<file path="src/sv/scts_pkg.sv">
`timescale 1ns / 1ps
// ----------------------------------------------------------------------------
// Sparse column threshold select: shared types and constants
// Beat layouts of the input and result channels, the entry held by each cell,
// the cell control group and the opcode and state encodings.
// ----------------------------------------------------------------------------
package scts_pkg;

    // Field widths fixed by the beat layouts.
    localparam int PROB_W  = 16;
    localparam int STATE_W = 8;
    localparam int RANK_W  = 8;
    localparam int KEY_W   = 8;

    // Rank reported for a rank or state that is not in the column.
    localparam logic [RANK_W-1:0] UNASSIGNED_RANK = 8'd255;

    typedef enum logic [1:0] {
        OP_START      = 2'd0,
        OP_LOAD       = 2'd1,
        OP_READ_RANK  = 2'd2,
        OP_STATE_RANK = 2'd3
    } t_opcode;

    typedef enum logic [1:0] {
        ST_IDLE,
        ST_SCAN,
        ST_DONE
    } t_fsm_state;

    // One input beat.
    typedef struct packed {
        t_opcode             opcode;
        logic [PROB_W-1:0]   posterior;
        logic [KEY_W-1:0]    query_key;
    } t_in;

    // One result beat.
    typedef struct packed {
        logic                hit;
        logic [STATE_W-1:0]  state_number;
        logic [PROB_W-1:0]   entry_prob;
        logic [RANK_W-1:0]   entry_rank;
        logic [RANK_W-1:0]   entry_count;
    } t_out;

    // A kept entry as held in one cell.
    typedef struct packed {
        logic [PROB_W-1:0]   prob;
        logic [STATE_W-1:0]  state;
    } t_entry;

    // Control broadcast to every cell of the chain.
    typedef struct packed {
        logic insert;
        logic rotate;
    } t_cell_ctrl;

endpackage

</file>
<file path="src/sv/scts_cell.sv">
`timescale 1ns / 1ps
// ----------------------------------------------------------------------------
// Sparse column threshold select: chain cell
// Holds the entry at one rank. On an insert it either keeps its entry, takes
// the new entry, or takes its left neighbour's entry as the list shifts down.
// On a rotate it takes its left neighbour's entry unconditionally.
// ----------------------------------------------------------------------------
module scts_cell #(
    parameter int IDX   = 0,
    parameter int CNT_W = 8
) (
    input  logic                 i_clk,
    input  scts_pkg::t_cell_ctrl i_ctrl,
    input  logic [CNT_W-1:0]     i_count,
    input  scts_pkg::t_entry     i_new,
    input  scts_pkg::t_entry     i_prev,
    input  logic                 i_prev_goes,
    output scts_pkg::t_entry     o_entry,
    output logic                 o_goes
);

    scts_pkg::t_entry r_entry;

    // The new entry belongs at or above this rank when the slot is empty or
    // holds a strictly smaller posterior; equal posteriors keep their place.
    assign o_goes = i_ctrl.insert &&
                    ((i_count <= CNT_W'(IDX)) || (r_entry.prob < i_new.prob));

    // Shift down below the insertion point, take the new entry at it.
    always_ff @(posedge i_clk) begin
        if (o_goes) begin
            r_entry <= i_prev_goes ? i_prev : i_new;
        end else if (i_ctrl.rotate) begin
            r_entry <= i_prev;
        end
    end

    assign o_entry = r_entry;

endmodule

</file>
<file path="config.mk">
export PLATFORM = sky130hd
export DESIGN_NAME = scts_cell
export DESIGN_NICKNAME = d
export VERILOG_FILES = /design/src/sv/scts_pkg.sv /design/src/sv/scts_cell.sv
export SDC_FILE = /design/constraint.sdc
export NUM_CORES = 1
export LEC_CHECK = 0
export CAP_MARGIN = 20
export CORE_MARGIN = 3
export CORE_UTILIZATION = 55
export DETAILED_ROUTE_END_ITERATION = 16
export DONT_BUFFER_PORTS = 1
export HOLD_SLACK_MARGIN = 0.1
export PLACE_DENSITY = 0.7
export SYNTH_ARGS = -nofsm -noshare
export SYNTH_HDL_FRONTEND = slang
export SYNTH_SLANG_ARGS = --single-unit
</file>
<file path="constraint.sdc">
create_clock -name i_clk -period 3.35 [get_ports i_clk]
set_input_delay 0.67 -clock i_clk [delete_from_list [all_inputs] [get_ports i_clk]]
set_output_delay 0.67 -clock i_clk [all_outputs]
set_load 0.02 [all_outputs]
</file>
**Yosys cells after proc, flatten, opt, wreduce, memory -nomap -nowiden**

Cells that the tools add are included.

- Reductions and logical operators: 3
- Div/mod/pow operators: 0
- Order comparisons: 2
- Add/sub/neg operators: 0
- Multipliers: 0
- Bitwise operators: 0
- Shift operators: 0
- Equal/unequal tests: 0
- Multiplexer cells: 3

Operator list:

| cell | count |
|---|---|
| 24-bit two-way mux | 3 |
| 16-bit less-than comparator | 1 |
| 8-bit by 1-bit <= comparator with 1-bit output (second input constant) | 1 |
| 2-bit nonzero test | 1 |
| 1-bit logical AND | 1 |
| 1-bit logical OR | 1 |

- Latch bits: 0
- Bits of input ports: 60
- ROM bits: 0
- RAM bits: 0
- Memories: 0
- Register bits: 24

**Logic depth before layout (Yosys ltp)**

- Word-level depth: 4
- Mapped depth: 9
- Gate-level depth less buffers: 8

**Worst setup path before layout**

Ideal clock, no wire load.

- Path kind: input to register
- Start point: input i_new[10] (netlist bit)
- End point: register r_entry (netlist bit o_entry[0]), enable pin
- Library setup time: 0.358 ns
- Slack: 0.291 ns
- Arrival: 2.701 ns
- Cell stages on the path: 8
- Cell sequence: inv_1 > ha_1 > a211oi_1 > o21ai_1 > a41oi_1 > o41ai_2 > a21boi_0 > or2_2

- Cells in the longest elaborated chain, start to end: 4

RTL lines:

| what | line | text |
|---|---|---|
| start, declared | scts_cell.sv:15 | `input scts_pkg::t_entry i_new,` |
| 16-bit less-than comparator | scts_cell.sv:27 | `((i_count <= CNT_W'(IDX)) \|\| (r_entry.prob < i_new.prob));` |
| 1-bit logical OR | scts_cell.sv:27 |  |
| 1-bit logical AND | scts_cell.sv:26 | `assign o_goes = i_ctrl.insert &&` |
| named net o_goes | scts_cell.sv:19 | `output logic o_goes` |
| 2-bit nonzero test (no source line) | - |  |
| end signal, assigned | scts_cell.sv:32 | `r_entry <= i_prev_goes ? i_prev : i_new;` |
| end signal, assigned | scts_cell.sv:34 | `r_entry <= i_prev;` |
| end, declared | scts_cell.sv:22 | `scts_pkg::t_entry r_entry;` |

The timed path passes the listed nets, and every way through them passes these cells.
A chain may end at the register's enable or synchronous reset.

**Worst setup path after layout**

- Start point: register r_entry (netlist bit o_entry[15])
- End point: output o_goes

- Cells in the longest elaborated chain, start to end: 3

RTL lines:

| what | line |
|---|---|
| 16-bit less-than comparator | scts_cell.sv:27 |
| 1-bit logical OR | scts_cell.sv:27 |
| 1-bit logical AND | scts_cell.sv:26 |
| end, declared | scts_cell.sv:19 |

No other way between the ends.

==> results.cfg <==
[yosys]
total_standard_cell_area_after_synthesis_um2 = 1510
syn_nets = 186
ys_seq_area_share_pct = 47.8
synth.avg_cell_area_um2 = 13.6
yosysWarningCount = 0
post_synthesis_cell_count = 111
yosys.cell_types.count = 22
yosys_reg_bits = 24

[global_route]
grt_pass1_wl_um = 4450
global_route.usage.total_pct = 17.5
grt_start_max_net_pins = 25
gr-usage-met2_pct = 30.3
grt_ovf = 0
most_used_routing_layer_in_global_routing = met2
antenna_violations_before_repair = 0
use_met1_pct = 20.1
grt_pass1_vias = 1031
use_met3_pct = 5.04

[clock_network]
clk_path_buf_depth = 2
cts_buffers = 3
root_buffer = sky130_fd_sc_hd__clkbuf_4
cts_setup_buffers = 0
cts_tree = yes
later_pin_clock_latency_in_the_skew_report_ns = 0.32
cts.reportedPaths.clkPinSlew_ns = 0.14
cts_hold_repair.buffers = 0
cts_resized = 0
cts_sinks = 24
ctsHtreeMaxLevel = 1

[critical_path]
timing_worst_setup_path_type = reg -> out
crit_arrival_ns = 2.49
crit_path_cell_trace = ha_1, nand2_1, o21ai_0, a41oi_1, o41ai_2, a21boi_0, buf_4
critical-path-slowest-cell = sky130_fd_sc_hd__edfxtp_1
timing.critical_path.fanout_max = 2
worstSetupStartpointType = flop
worstSetupEndpointType = primary output
crit_path_max_incr_delay_ns = 0.53
data_required_time_at_the_worst_endpoint_ns = 2.68
rrSetupSlack_ns = 0.51

[timing]
timing_hold_violations_final = 0
setup_tns_ns = 0
final_max_slew_viol_count = 0
finalHoldWorstSlack_ns = 0.551
setup_viol = 0
fin_skew_ns = 0.00499
rsz0062_at_grt = false
min_period_over_period_pct = 94.3
period_minus_slack_ns = 3.16
max_freq_mhz = 317
worst_slew_margin_rel_pct = 61.1
max_slew.worst_pin.slew_ns = 0.583

[floorplan]
initial_core_util_pct = 59.2
floorplan.core_area_um2 = 2540
top_level_port_count = 85
fp-row-count = 18
design.die.area_um2 = 3410
die_w_um = 58.4
die_height_um = 58.4

[layout]
multi_input_comb_area_um2 = 716
n_antenna_cell = 0
final.fill_count = 188
flip_flop_count_of_the_largest_register_all_copies_and_words_added = 24
area.sequential_um2 = 721
syn_to_final_growth_pct = 6.80
layout-drive-gt1-share_pct = 28.7
finish.net_count = 191

[routing]
post-route-drc-count = 0
wl_per_cell_um = 20.4
drtIter0Drc = 38
drt_pre_antenna_iters = 4
post_route_wl_um = 2960
antenna_violating_nets_post_route = 0
post_drt_via_cell_ratio = 6.06
vias = 878

[placement]
post-dp-hpwl_um = 2340
gp_congestion = 0.745
place.port_buffers = 0

[power_and_ir_drop]
cellLeakagePower_nw = 0.689
worst_ir_drop_vdd_mv = 0.350
ratio_of_total_power_to_cell_area_nw_per_um2 = 498

[run]
maxCapViolations = 0

[worst_hold_path]
hp-class = in -> reg

[outcome]
result_of_the_run = completed
[power by group]
part	internal [mW]	switching [mW]
Clock	0.121	0.0942
Combinational	0.0768	0.0708
Sequential	0.377	0.0616
Total	0.575	0.227
[synth_stat cells]
cell type                  count  area share, %
sky130_fd_sc_hd__a211oi_1      1           0.50
sky130_fd_sc_hd__a21boi_0      1           0.50
sky130_fd_sc_hd__a21oi_1       5            1.7
sky130_fd_sc_hd__a21oi_2       1           0.58
sky130_fd_sc_hd__a41oi_1       1           0.58
sky130_fd_sc_hd__buf_6         2            1.5
sky130_fd_sc_hd__edfxtp_1     24             48
sky130_fd_sc_hd__ha_1         15             12
sky130_fd_sc_hd__inv_1        15            3.7
sky130_fd_sc_hd__mux2_2        4            3.0
sky130_fd_sc_hd__mux2_4       20             20
sky130_fd_sc_hd__nand2_1       7            1.7
sky130_fd_sc_hd__nand2b_1      1           0.42
sky130_fd_sc_hd__nand4_1       1           0.42
sky130_fd_sc_hd__nor2_1        3           0.75
sky130_fd_sc_hd__nor2b_1       1           0.42
sky130_fd_sc_hd__nor3_1        1           0.33
sky130_fd_sc_hd__nor4_1        3            1.2
sky130_fd_sc_hd__o21ai_0       2           0.66
sky130_fd_sc_hd__o21ai_1       1           0.33
sky130_fd_sc_hd__o41ai_2       1            1.1
sky130_fd_sc_hd__or2_2         1           0.42
[routing by layer]
metal  part of all wire (%)  up-vias
li1                       -      415
met1                     38      409
met2                     52       50
met3                    9.3        4
met4                    1.0        0
met5                      0        -
[path summary, 6_finish.rpt]
kind               startpoint           to  cells after the start
setup / recovery  o_entry[15]       o_goes                      7
hold reg to reg   o_entry[23]  o_entry[12]                      5
hold / removal      i_new[17]  o_entry[17]                      1
setup reg to reg  o_entry[15]  o_entry[13]                      7
[stage by stage]
stage	instance area (um2)	utilization (%)	setup slack [ns]	power [mW]	cells
2_1_floorplan	1510	-	0.291	0.560	111
3_3_place_gp	1560	61.2	0.320	0.589	141
3_5_place_dp	1560	61.2	0.357	0.596	141
5_1_grt	1610	63.3	0.0328	0.837	145
6_report	1610	63.3	0.192	0.802	145
4_1_cts	1610	63.3	0.148	0.810	145
[cell families after synthesis]
group / Yosys count / synth area share (%)
simple gates: 18 / 5.73
flops: 24 / 47.8
buf+inv: 17 / 5.23
fa+ha+maj: 15 / 12.4
mux: 24 / 22.9
compound gates: 13 / 5.89
[worst max-delay path, delay by kind of cell, from the launching register on]
kind                     cells  cell delay, ns
adder cells (fa/ha/maj)      1            0.34
buffers and inverters        1            0.20
AO/OA/AOI/OAI                4            1.03
AND/OR/NAND/NOR              1            0.07
flip-flops                   1            0.53
[cell usage in the layout, fill, tap and decap left out, drive strengths merged]
cell type and n:
mux2 24, nand4 1, nand2 7, bufinv 1, clkbuf 3, inv 15, a21boi 1, o41ai 1
nand2b 1, a41oi 1, a211oi 1, a21oi 6, buf 2, o21ai 3, ha 15, nor4 3
nor2b 1, or2 1, nor2 3, edfxtp 24, nor3 1
[cell type report]
cell class                      count  share of cell area (%)
Sequential cell                    24                    44.8
Multi-Input combinational cell     70                    44.4
Inverter                           15                    3.50
Tap cell                           30                    2.33
Clock inverter                      1                    1.86
Timing Repair Buffer                2                    1.71
Clock buffer                        3                    1.40
(Power assumes the default switching activity.)
